**src/hw/rtl/dft64_pkg.sv**
```systemverilog
// Shared widths, defaults and the control type for the 64-point real-input DFT core.
package dft64_pkg;

  localparam int SAMPLE_W         = 16;
  localparam int BIN_W            = 6;
  localparam int PART_W           = 23;
  localparam int IN_TDATA_W       = 16;
  localparam int OUT_TDATA_W      = 56;
  localparam int POINTS_DEF       = 64;
  localparam int TWIDDLE_BITS_DEF = 16;

  // pi/2 in Q30
  localparam longint unsigned PI_HALF_Q30 = 64'd1686629713;
  localparam longint unsigned ONE_Q30     = 64'd1 << 30;

  // control that travels with one product into the MAC unit
  typedef struct packed {
    logic valid;
    logic first;
  } mac_ctrl_t;

endpackage

```
**src/hw/rtl/dft64_mac.sv**
```systemverilog
// Shared complex multiply-accumulate unit: two registered products and two accumulators.
module dft64_mac import dft64_pkg::*; #(
  parameter int TWIDDLE_BITS = TWIDDLE_BITS_DEF,
  parameter int ACC_W        = SAMPLE_W + TWIDDLE_BITS + 7
) (
  input  logic                           clk_i,
  input  logic                           rst_ni,
  input  mac_ctrl_t                      ctrl_i,
  input  logic signed [SAMPLE_W-1:0]     sample_i,
  input  logic signed [TWIDDLE_BITS:0]   cos_i,
  input  logic signed [TWIDDLE_BITS:0]   sin_i,
  output logic signed [ACC_W-1:0]        acc_re_o,
  output logic signed [ACC_W-1:0]        acc_im_o,
  output logic                           busy_o
);

  localparam int PROD_W = SAMPLE_W + TWIDDLE_BITS + 1;

  logic signed [PROD_W-1:0] prod_re_d, prod_re_q;
  logic signed [PROD_W-1:0] prod_im_d, prod_im_q;
  logic                     prod_vld_q, prod_first_q;
  logic signed [ACC_W-1:0]  acc_re_d, acc_re_q;
  logic signed [ACC_W-1:0]  acc_im_d, acc_im_q;

  assign prod_re_d = PROD_W'(sample_i * cos_i);
  assign prod_im_d = PROD_W'(sample_i * sin_i);

  always_ff @(posedge clk_i or negedge rst_ni) begin
    if (!rst_ni) begin
      prod_vld_q   <= 1'b0;
      prod_first_q <= 1'b0;
    end else begin
      prod_vld_q   <= ctrl_i.valid;
      prod_first_q <= ctrl_i.first;
    end
  end

  always_ff @(posedge clk_i) begin
    prod_re_q <= prod_re_d;
    prod_im_q <= prod_im_d;
  end

  // imaginary sum is minus x*sin
  always_comb begin
    acc_re_d = acc_re_q;
    acc_im_d = acc_im_q;
    if (prod_vld_q) begin
      if (prod_first_q) begin
        acc_re_d = ACC_W'(prod_re_q);
        acc_im_d = -ACC_W'(prod_im_q);
      end else begin
        acc_re_d = acc_re_q + ACC_W'(prod_re_q);
        acc_im_d = acc_im_q - ACC_W'(prod_im_q);
      end
    end
  end

  always_ff @(posedge clk_i) begin
    acc_re_q <= acc_re_d;
    acc_im_q <= acc_im_d;
  end

  assign acc_re_o = acc_re_q;
  assign acc_im_o = acc_im_q;
  assign busy_o   = prod_vld_q;

endmodule

```
**src/hw/rtl/dft_64_point_real_input_core.sv**
```systemverilog
// Top level: sample store, twiddle ROM, bin sequencer and output register of the DFT core.
// Input: one sample per beat; 64 beats fill a frame, then the input stalls while bins compute.
// Each bin runs on the shared MAC unit: one issue per sample, then the read, product and
// accumulator registers drain before the output load.
// Output stalls hold a finished bin in the drain state until the output register is free.
// Reset clears the fill count, sequencer and output valid; the sample store is not cleared.
module dft_64_point_real_input_core import dft64_pkg::*; #(
  parameter int POINTS       = POINTS_DEF,
  parameter int TWIDDLE_BITS = TWIDDLE_BITS_DEF
) (
  input  logic                   clk_i,
  input  logic                   rst_ni,
  input  logic                   s_axis_tvalid,
  output logic                   s_axis_tready,
  input  logic [IN_TDATA_W-1:0]  s_axis_tdata,   // [15:0] sample
  output logic                   m_axis_tvalid,
  input  logic                   m_axis_tready,
  output logic [OUT_TDATA_W-1:0] m_axis_tdata,   // [5:0] bin_index, [28:6] real_part,
                                                 // [51:29] imag_part, [55:52] zero
  output logic                   m_axis_tlast    // last_bin
);

  localparam int TB    = TWIDDLE_BITS;
  localparam int KW    = $clog2(POINTS);
  localparam int ACC_W = SAMPLE_W + TB + 1 + KW;

  localparam logic [1:0] ST_FILL  = 2'd0;
  localparam logic [1:0] ST_RUN   = 2'd1;
  localparam logic [1:0] ST_DRAIN = 2'd2;

  localparam logic [KW-1:0]        LAST_IDX = KW'(POINTS - 1);
  localparam logic [KW:0]          PTS_EXT  = (KW + 1)'(POINTS);
  localparam logic signed [ACC_W-1:0] RND_BIAS = ACC_W'(64'd1 << (TB - 2));

  // ---------------- twiddle table, built at elaboration ----------------
  function automatic longint unsigned qmul(input longint unsigned a, input longint unsigned b);
    return (a * b + (64'd1 << 29)) >> 30;
  endfunction

  function automatic longint tay_cos(input longint unsigned xx);
    longint unsigned t;
    longint          sum;
    t = ONE_Q30;
    sum = longint'(t);
    t = qmul(t, xx) / 64'd2;   sum -= longint'(t);
    t = qmul(t, xx) / 64'd12;  sum += longint'(t);
    t = qmul(t, xx) / 64'd30;  sum -= longint'(t);
    t = qmul(t, xx) / 64'd56;  sum += longint'(t);
    t = qmul(t, xx) / 64'd90;  sum -= longint'(t);
    t = qmul(t, xx) / 64'd132; sum += longint'(t);
    t = qmul(t, xx) / 64'd182; sum -= longint'(t);
    t = qmul(t, xx) / 64'd240; sum += longint'(t);
    t = qmul(t, xx) / 64'd306; sum -= longint'(t);
    t = qmul(t, xx) / 64'd380; sum += longint'(t);
    t = qmul(t, xx) / 64'd462; sum -= longint'(t);
    t = qmul(t, xx) / 64'd552; sum += longint'(t);
    t = qmul(t, xx) / 64'd650; sum -= longint'(t);
    t = qmul(t, xx) / 64'd756; sum += longint'(t);
    return sum;
  endfunction

  function automatic longint tay_sin(input longint unsigned x, input longint unsigned xx);
    longint unsigned t;
    longint          sum;
    t = x;
    sum = longint'(t);
    t = qmul(t, xx) / 64'd6;   sum -= longint'(t);
    t = qmul(t, xx) / 64'd20;  sum += longint'(t);
    t = qmul(t, xx) / 64'd42;  sum -= longint'(t);
    t = qmul(t, xx) / 64'd72;  sum += longint'(t);
    t = qmul(t, xx) / 64'd110; sum -= longint'(t);
    t = qmul(t, xx) / 64'd156; sum += longint'(t);
    t = qmul(t, xx) / 64'd210; sum -= longint'(t);
    t = qmul(t, xx) / 64'd272; sum += longint'(t);
    t = qmul(t, xx) / 64'd342; sum -= longint'(t);
    t = qmul(t, xx) / 64'd420; sum += longint'(t);
    t = qmul(t, xx) / 64'd506; sum -= longint'(t);
    t = qmul(t, xx) / 64'd600; sum += longint'(t);
    t = qmul(t, xx) / 64'd702; sum -= longint'(t);
    t = qmul(t, xx) / 64'd812; sum += longint'(t);
    return sum;
  endfunction

  function automatic logic signed [TB:0] q30_tw(input longint v);
    longint          c;
    longint unsigned u;
    c = v;
    if (c < 0) c = 0;
    if (c > longint'(ONE_Q30)) c = longint'(ONE_Q30);
    u = longint'(c);
    return (TB + 1)'((u + (64'd1 << (30 - TB))) >> (31 - TB));
  endfunction

  function automatic logic signed [TB:0] tw_entry(input int unsigned mi, input bit sel_sin);
    longint unsigned u, q, r, x, xx;
    logic signed [TB:0] c, s, cv, sv;
    u  = 64'd4 * longint'(mi);
    q  = u / POINTS;
    r  = u - q * POINTS;
    x  = (PI_HALF_Q30 * r + POINTS / 2) / POINTS;
    xx = (x * x + (64'd1 << 29)) >> 30;
    c  = q30_tw(tay_cos(xx));
    s  = q30_tw(tay_sin(x, xx));
    case (q[1:0])
      2'd0: begin cv = c;  sv = s;  end
      2'd1: begin cv = -s; sv = c;  end
      2'd2: begin cv = -c; sv = -s; end
      default: begin cv = s; sv = -c; end
    endcase
    return sel_sin ? sv : cv;
  endfunction

  logic signed [TB:0] rom_cos [POINTS];
  logic signed [TB:0] rom_sin [POINTS];

  for (genvar g = 0; g < POINTS; g++) begin : g_rom
    localparam logic signed [TB:0] COS_V = tw_entry(g, 1'b0);
    localparam logic signed [TB:0] SIN_V = tw_entry(g, 1'b1);
    assign rom_cos[g] = COS_V;
    assign rom_sin[g] = SIN_V;
  end

  // ---------------- sequencer ----------------
  logic [1:0]    st_d, st_q;
  logic [KW-1:0] fill_d, fill_q;
  logic [KW-1:0] n_d, n_q;
  logic [KW-1:0] m_d, m_q;
  logic [KW-1:0] k_d, k_q;
  logic [KW:0]   m_sum;
  logic          in_beat, issue, load;

  logic signed [SAMPLE_W-1:0] smp_mem [POINTS];
  logic signed [SAMPLE_W-1:0] rd_smp_q;
  logic signed [TB:0]         tw_cos_q, tw_sin_q;
  logic                       s1_vld_q, s1_first_q;

  mac_ctrl_t                  mac_ctrl;
  logic signed [ACC_W-1:0]    acc_re, acc_im;
  logic                       mac_busy;

  logic                       out_vld_d, out_vld_q;
  logic [BIN_W-1:0]           out_bin_q;
  logic signed [PART_W-1:0]   out_re_q, out_im_q;
  logic                       out_last_q;
  logic signed [ACC_W-1:0]    rnd_re, rnd_im;
  logic signed [ACC_W-1:0]    sh_re, sh_im;

  assign s_axis_tready = (st_q == ST_FILL);
  assign in_beat       = s_axis_tvalid && s_axis_tready;

  // next twiddle index k*(n+1) mod POINTS, one compare and subtract
  assign m_sum = {1'b0, m_q} + {1'b0, k_q};

  always_comb begin
    st_d   = st_q;
    fill_d = fill_q;
    n_d    = n_q;
    m_d    = m_q;
    k_d    = k_q;
    issue  = 1'b0;
    load   = 1'b0;
    case (st_q)
      ST_FILL: begin
        if (in_beat) begin
          if (fill_q == LAST_IDX) begin
            fill_d = '0;
            st_d   = ST_RUN;
            n_d    = '0;
            m_d    = '0;
            k_d    = '0;
          end else begin
            fill_d = fill_q + 1'b1;
          end
        end
      end
      ST_RUN: begin
        issue = 1'b1;
        n_d   = n_q + 1'b1;
        m_d   = (m_sum >= PTS_EXT) ? KW'(m_sum - PTS_EXT) : KW'(m_sum);
        if (n_q == LAST_IDX) begin
          st_d = ST_DRAIN;
        end
      end
      ST_DRAIN: begin
        if (!s1_vld_q && !mac_busy && (!out_vld_q || m_axis_tready)) begin
          load = 1'b1;
          n_d  = '0;
          m_d  = '0;
          if (k_q == LAST_IDX) begin
            st_d = ST_FILL;
          end else begin
            k_d  = k_q + 1'b1;
            st_d = ST_RUN;
          end
        end
      end
      default: st_d = ST_FILL;
    endcase
  end

  always_ff @(posedge clk_i or negedge rst_ni) begin
    if (!rst_ni) begin
      st_q       <= ST_FILL;
      fill_q     <= '0;
      n_q        <= '0;
      m_q        <= '0;
      k_q        <= '0;
      s1_vld_q   <= 1'b0;
      s1_first_q <= 1'b0;
      out_vld_q  <= 1'b0;
    end else begin
      st_q       <= st_d;
      fill_q     <= fill_d;
      n_q        <= n_d;
      m_q        <= m_d;
      k_q        <= k_d;
      s1_vld_q   <= issue;
      s1_first_q <= (n_q == '0);
      out_vld_q  <= out_vld_d;
    end
  end

  // sample store and registered reads
  always_ff @(posedge clk_i) begin
    if (in_beat) begin
      smp_mem[fill_q] <= s_axis_tdata[SAMPLE_W-1:0];
    end
    rd_smp_q <= smp_mem[n_q];
    tw_cos_q <= rom_cos[m_q];
    tw_sin_q <= rom_sin[m_q];
  end

  assign mac_ctrl.valid = s1_vld_q;
  assign mac_ctrl.first = s1_first_q;

  dft64_mac #(
    .TWIDDLE_BITS (TB),
    .ACC_W        (ACC_W)
  ) u_mac (
    .clk_i    (clk_i),
    .rst_ni   (rst_ni),
    .ctrl_i   (mac_ctrl),
    .sample_i (rd_smp_q),
    .cos_i    (tw_cos_q),
    .sin_i    (tw_sin_q),
    .acc_re_o (acc_re),
    .acc_im_o (acc_im),
    .busy_o   (mac_busy)
  );

  // round half up to sample units
  assign rnd_re = acc_re + RND_BIAS;
  assign rnd_im = acc_im + RND_BIAS;
  assign sh_re  = rnd_re >>> (TB - 1);
  assign sh_im  = rnd_im >>> (TB - 1);

  always_comb begin
    out_vld_d = out_vld_q;
    if (load) begin
      out_vld_d = 1'b1;
    end else if (m_axis_tready) begin
      out_vld_d = 1'b0;
    end
  end

  always_ff @(posedge clk_i) begin
    if (load) begin
      out_bin_q  <= BIN_W'(k_q);
      out_re_q   <= PART_W'(sh_re);
      out_im_q   <= PART_W'(sh_im);
      out_last_q <= (k_q == LAST_IDX);
    end
  end

  assign m_axis_tvalid = out_vld_q;
  assign m_axis_tdata  = {(OUT_TDATA_W - BIN_W - 2 * PART_W)'(0), out_im_q, out_re_q, out_bin_q};
  assign m_axis_tlast  = out_last_q;

endmodule

```
**config.mk**
```make
export PLATFORM = sky130hd
export DESIGN_NAME = dft_64_point_real_input_core
export DESIGN_NICKNAME = d
export VERILOG_FILES = /design/src/hw/rtl/dft64_pkg.sv /design/src/hw/rtl/dft64_mac.sv /design/src/hw/rtl/dft_64_point_real_input_core.sv
export SDC_FILE = /design/constraint.sdc
export NUM_CORES = 2
export LEC_CHECK = 0
export BUFFER_PORTS_ARGS = -buffer_cell sky130_fd_sc_hd__buf_2
export CAP_MARGIN = 15
export CELL_PAD_IN_SITES_DETAIL_PLACEMENT = 2
export CELL_PAD_IN_SITES_GLOBAL_PLACEMENT = 2
export CORE_MARGIN = 3
export CORE_UTILIZATION = 40
export CTS_CLUSTER_DIAMETER = 100
export CTS_CLUSTER_SIZE = 10
export DETAILED_ROUTE_END_ITERATION = 16
export PLACE_DENSITY = 0.78
export SLEW_MARGIN = 20
export SYNTH_ARGS = -nofsm -noshare
export SYNTH_HDL_FRONTEND = slang
export SYNTH_SLANG_ARGS = --single-unit
```
**constraint.sdc**
```tcl
create_clock -name clk_i -period 8.1 [get_ports clk_i]
set_input_delay 1.215 -clock clk_i [delete_from_list [all_inputs] [get_ports clk_i]]
set_output_delay 1.215 -clock clk_i [all_outputs]
set_load 0.02 [all_outputs]
```
==> results.md <==
- The run finished with clean final reports.
- Across the run, the number of max-cap violations was 0.
- The number of max-slew violations in the final report came to 0.
- The ratio of total power to cell area is 166 mW/mm^2.
- After synthesis, the largest family of logic cells by area is adder cells.
- For this run, asynchronously set or reset flops after synthesis account for 0.0238.
- For this run, the total global-route usage over all layers was measured as 0.246.
- For the pin with the worst max-slew slack, the measured transition is 1.14 ns.
- In this run the register-to-register setup slack is approximately 0.94 ns.
- The pre-antenna-repair detailed-routing pass consisted of 5 iterations.
- The minimum clock period after layout is 7.16 ns.
- The total area inside the core boundary comes to 0.186 mm^2.
- The count of nets left with antenna violations once routing finished came out at 0.
- Of the post-synthesis cell area, the dominant cell type holds 0.460.
- The total clock buffers created by CTS is 150.
- The final weighted congestion of routability-driven global placement is ~0.84.
- Leaving out fill and tap cells, the most frequent cell in the layout is sky130_fd_sc_hd__edfxtp_1.
- At the worst endpoint, the required time is 8.79 ns.
- The final count of hold timing violations was 0.
- The worst register-to-register path begins at rd_smp_q[7].
- The clock net in this run drives a total of 1300 sinks.
- CTS placed an instance of sky130_fd_sc_hd__clkbuf_16 at the clock tree root.
- The number of antenna violations at the first check in global routing is 9.
- During I/O placement, the number of pins put on the boundary was 79.
- CTS built an H-tree with a depth of 4.
- The worst setup path is of the reg2reg kind.
- Of the available clock period, the critical path in the final layout requires 0.884.
- The synthesized netlist cell count is 5488.
- The worst slew margin relative to its limit is 0.242.
- For the final routed database, the setup TNS stands at 0 ns.
- The number of resized instances in the post-cts repair step is 0.
- The starting density of the core is 0.404.
- For this run, the leading register cell type out of synthesis is sky130_fd_sc_hd__edfxtp_1.
- The latest clock arrival within the worst-skew pair is 0.82 ns.
- The path class of the tightest hold or removal check is reg2reg.
- The worst register-to-register path has a depth of 21.
- The portion of netlist area occupied by mux cells is 0.105.
- The initial detailed-routing violation count is 3428.
- The peak supply drop is 0.248 mV.
- The fraction of the mapped netlist area in compound gates was 0.0509.
- The CTS tree is done.
- The worst path arrival time is just under 8 ns.
- Setup repair after global routing left no endpoint under its margin.
- By area the synthesized netlist is led by sky130_fd_sc_hd__edfxtp_1 (46%), sky130_fd_sc_hd__fa_1 (15%), sky130_fd_sc_hd__mux4_2 (10%).
- In the layout the commonest cells are sky130_fd_sc_hd__edfxtp_1 (1153), sky130_fd_sc_hd__inv_1 (671), sky130_fd_sc_hd__fa_1 (555), sky130_fd_sc_hd__nand2_1 (440), sky130_fd_sc_hd__mux4_2 (336).
- The post-synthesis area per instance is roughly 14 um^2.
- The count of state elements after synthesis is 1300.
- The global-route congestion overflow total is 0.
- The via count of the first global-routing pass was 52600.
- The number of hold buffers added after CTS was 0.
- Counting instances, the worst hold path has a depth of 0.
- The maximum clock frequency is between 100 and 150 MHz.
- The placed wire-length estimate after detailed placement is 158000 um.
- The maximum fanout encountered on the critical timing path is 19.
- The number of endpoints failing setup at the final stage is 0.
- Of the total synthesized cell area, the portion taken by full adders, half adders and majority gates is 0.191.
- The area growth from synthesis to final layout is 10.8%.
- The routed length per placed instance is 28.8 um.
- The height of the die is around 440 um.
- Of the total synthesized cell area, the portion taken by XOR and XNOR cells is 0.0226.
- In the final layout, the share of cells above drive strength 1 is 0.133.
- The final instance area is 0.0834 mm^2.
- The layout has 18000 filler cells.
- The register area share after synthesis is 0.501.
- The worst setup path is captured at a flop.
- Summed over all cells, the static leakage comes to 31.9 nW.
- The number of warnings printed during yosys synthesis is 0.
- The mapped netlist covers about 0.075 mm^2.
- The biggest area consumer among synthesized cells is sky130_fd_sc_hd__edfxtp_1.
- At the end of the flow, the number of nets in the layout was 6423.
- The post-CTS repair timing setup buffer count is 0.
- The die covers 0.193 mm^2.
- The path with the worst hold slack has its endpoint at u_mac.prod_first_q.
- The final route contains around 46000 vias.
- For the final database, setup skew stands at 0.0784 ns.
- The number of vias per cell is 5.66.
- After floorplanning, the core was divided into around 160 placement rows.
- The worst register-to-register path ends at u_mac.prod_im_q[31].
- For this run, design rule violations remaining after detail routing come to 0.
- STA classifies the critical path startpoint as a flop.
- The placed instances occupy a cell area of 0.0788 mm^2.
- The number of port buffers is 74.
- Of the total synthesized cell area, the portion taken by AND, OR, NAND and NOR gates is 0.0832.
- The synthesized design contains ~1200 enable-type register cells.
- Entering global routing, the biggest net connects about 140 pins.
- After detailed routing, the total wire length is 235000 um.
- In this run the horizontal extent of the chip is 440 um.
- The startpoint identified for the worst hold timing path is s1_first_q.
- The number of different library cells used by synthesis comes to 77.
- The first global-routing pass estimated 354000 um of wire.
- The worst-case clock buffer depth is 3.
- Clock-pin slew was measured on the worst setup and hold paths at 0.06 ns.
-- worst max-delay path, stage by stage, from the launching register on --
cell and delay, ns:
sky130_fd_sc_hd__dfxtp_1 0.89, sky130_fd_sc_hd__buf_4 0.38, sky130_fd_sc_hd__nand2_1 0.13, sky130_fd_sc_hd__fa_1 0.58
sky130_fd_sc_hd__inv_1 0.06, sky130_fd_sc_hd__fa_1 0.49, sky130_fd_sc_hd__fa_1 0.57, sky130_fd_sc_hd__fa_1 0.44
sky130_fd_sc_hd__fa_1 0.49, sky130_fd_sc_hd__inv_1 0.05, sky130_fd_sc_hd__fa_1 0.51, sky130_fd_sc_hd__inv_1 0.06
sky130_fd_sc_hd__ha_1 0.36, sky130_fd_sc_hd__and4_1 0.27, sky130_fd_sc_hd__nand3_1 0.10, sky130_fd_sc_hd__a21oi_1 0.21
sky130_fd_sc_hd__o21ai_0 0.22, sky130_fd_sc_hd__or3_1 0.37, sky130_fd_sc_hd__a311oi_1 0.46, sky130_fd_sc_hd__a211o_1 0.21
sky130_fd_sc_hd__a21oi_1 0.07, sky130_fd_sc_hd__xnor2_1 0.12
-- where the power goes --
| part | total [mW] | switching [mW] | internal, mW |
|---|---|---|---|
| combinational | 0.121 | 0.106 | 0.0149 |
| clock | 6.43 | 2.90 | 3.53 |
| sequential | 7.28 | 0.000000000000000605 | 7.28 |
| total | 13.8 | 3.01 | 10.8 |
-- routing by layer --
layer,global-route usage,part of all wire,vias to the layer above
met4,0.0820,0.034,4
met2,0.439,0.52,1351
met1,0.305,0.39,24800
li1,-,-,19500
met5,0,0.00011,-
met3,0.0352,0.048,383
-- area by class of cell --
| class | instances | area (um^2) | share of cell area |
|---|---|---|---|
| diodes | 1 | 2.50 | 0.0000300 |
| repair buffers | 187 | 1450 | 0.0174 |
| clock buffers | 209 | 4060 | 0.0487 |
| well taps | 2480 | 3100 | 0.0372 |
| inverters | 677 | 2540 | 0.0305 |
| multi-input cells | 3269 | 34200 | 0.410 |
| flip-flops and latches | 1300 | 37700 | 0.453 |
| clock inverters | 16 | 339 | 0.00407 |
-- worst max path at each step --
stage	startpoint	endpoint	slack, ns	cells past startpoint
detailed placement	rd_smp_q[1]	u_mac.prod_re_q[32]	0.85	18
global placement	rd_smp_q[1]	u_mac.prod_re_q[32]	1.03	18
finish	rd_smp_q[7]	u_mac.prod_im_q[31]	0.94	21
global route	rd_smp_q[7]	u_mac.prod_im_q[29]	0.50	21
CTS	rd_smp_q[1]	u_mac.prod_re_q[32]	0.86	18
floorplan	rd_smp_q[7]	u_mac.prod_re_q[32]	2.05	23
-- through the flow --
stage	cells	setup slack [ns]	total power [mW]	hold slack, ns	util
2_1_floorplan	5491	2.05	7.42	0.331	-
3_5_place_dp	7903	0.853	7.53	0.346	0.423
3_3_place_gp	7903	1.03	7.51	0.333	0.423
5_1_grt	8138	0.501	14.2	0.383	0.448
4_1_cts	8128	0.859	13.9	0.360	0.447
6_report	8139	0.936	13.8	0.363	0.448
-- synth_stat cells, types with 38 or more instances --
master,n
sky130_fd_sc_hd__nor2_1,240
sky130_fd_sc_hd__a21o_1,61
sky130_fd_sc_hd__and2_1,269
sky130_fd_sc_hd__xnor2_1,137
sky130_fd_sc_hd__clkbuf_1,195
sky130_fd_sc_hd__xor2_1,57
sky130_fd_sc_hd__inv_1,672
sky130_fd_sc_hd__nand2b_1,38
sky130_fd_sc_hd__dfxtp_1,116
sky130_fd_sc_hd__nand3_1,79
sky130_fd_sc_hd__edfxtp_1,1153
sky130_fd_sc_hd__nor3_1,53
sky130_fd_sc_hd__ha_1,263
sky130_fd_sc_hd__buf_1,45
sky130_fd_sc_hd__fa_1,555
sky130_fd_sc_hd__a21oi_1,152
sky130_fd_sc_hd__mux4_2,336
sky130_fd_sc_hd__o21ai_0,171
sky130_fd_sc_hd__nand2_1,440
-- cells by family (layout without fill, tap and decap cells) --
family,after synthesis,in the layout
mux,367,367
compound gates,610,610
other cells,1,5
flops,1300,1300
simple gates,1276,1276
xor+xnor,194,194
fa+ha+maj,818,818
buf+inv,922,1089
-- sequential cells by signal, indices dropped and copies added (netlist names) --
| register | count |
|---|---|
| fill_q | 6 |
| k_q | 6 |
| m_axis_tlast | 1 |
| m_axis_tvalid | 1 |
| m_q | 6 |
| n_q | 6 |
| out_bin_q | 6 |
| out_im_q | 23 |
| out_re_q | 23 |
| rd_smp_q | 16 |
| s1_first_q | 1 |
| s1_vld_q | 1 |
| smp_mem | 1024 |
| st_q | 2 |
| tw_cos_q | 17 |
| tw_sin_q | 17 |
| u_mac.acc_im_o | 38 |
| u_mac.acc_re_o | 38 |
| u_mac.busy_o | 1 |
| u_mac.prod_first_q | 1 |
| u_mac.prod_im_q | 33 |
| u_mac.prod_re_q | 33 |
(Power assumes the default switching activity.)
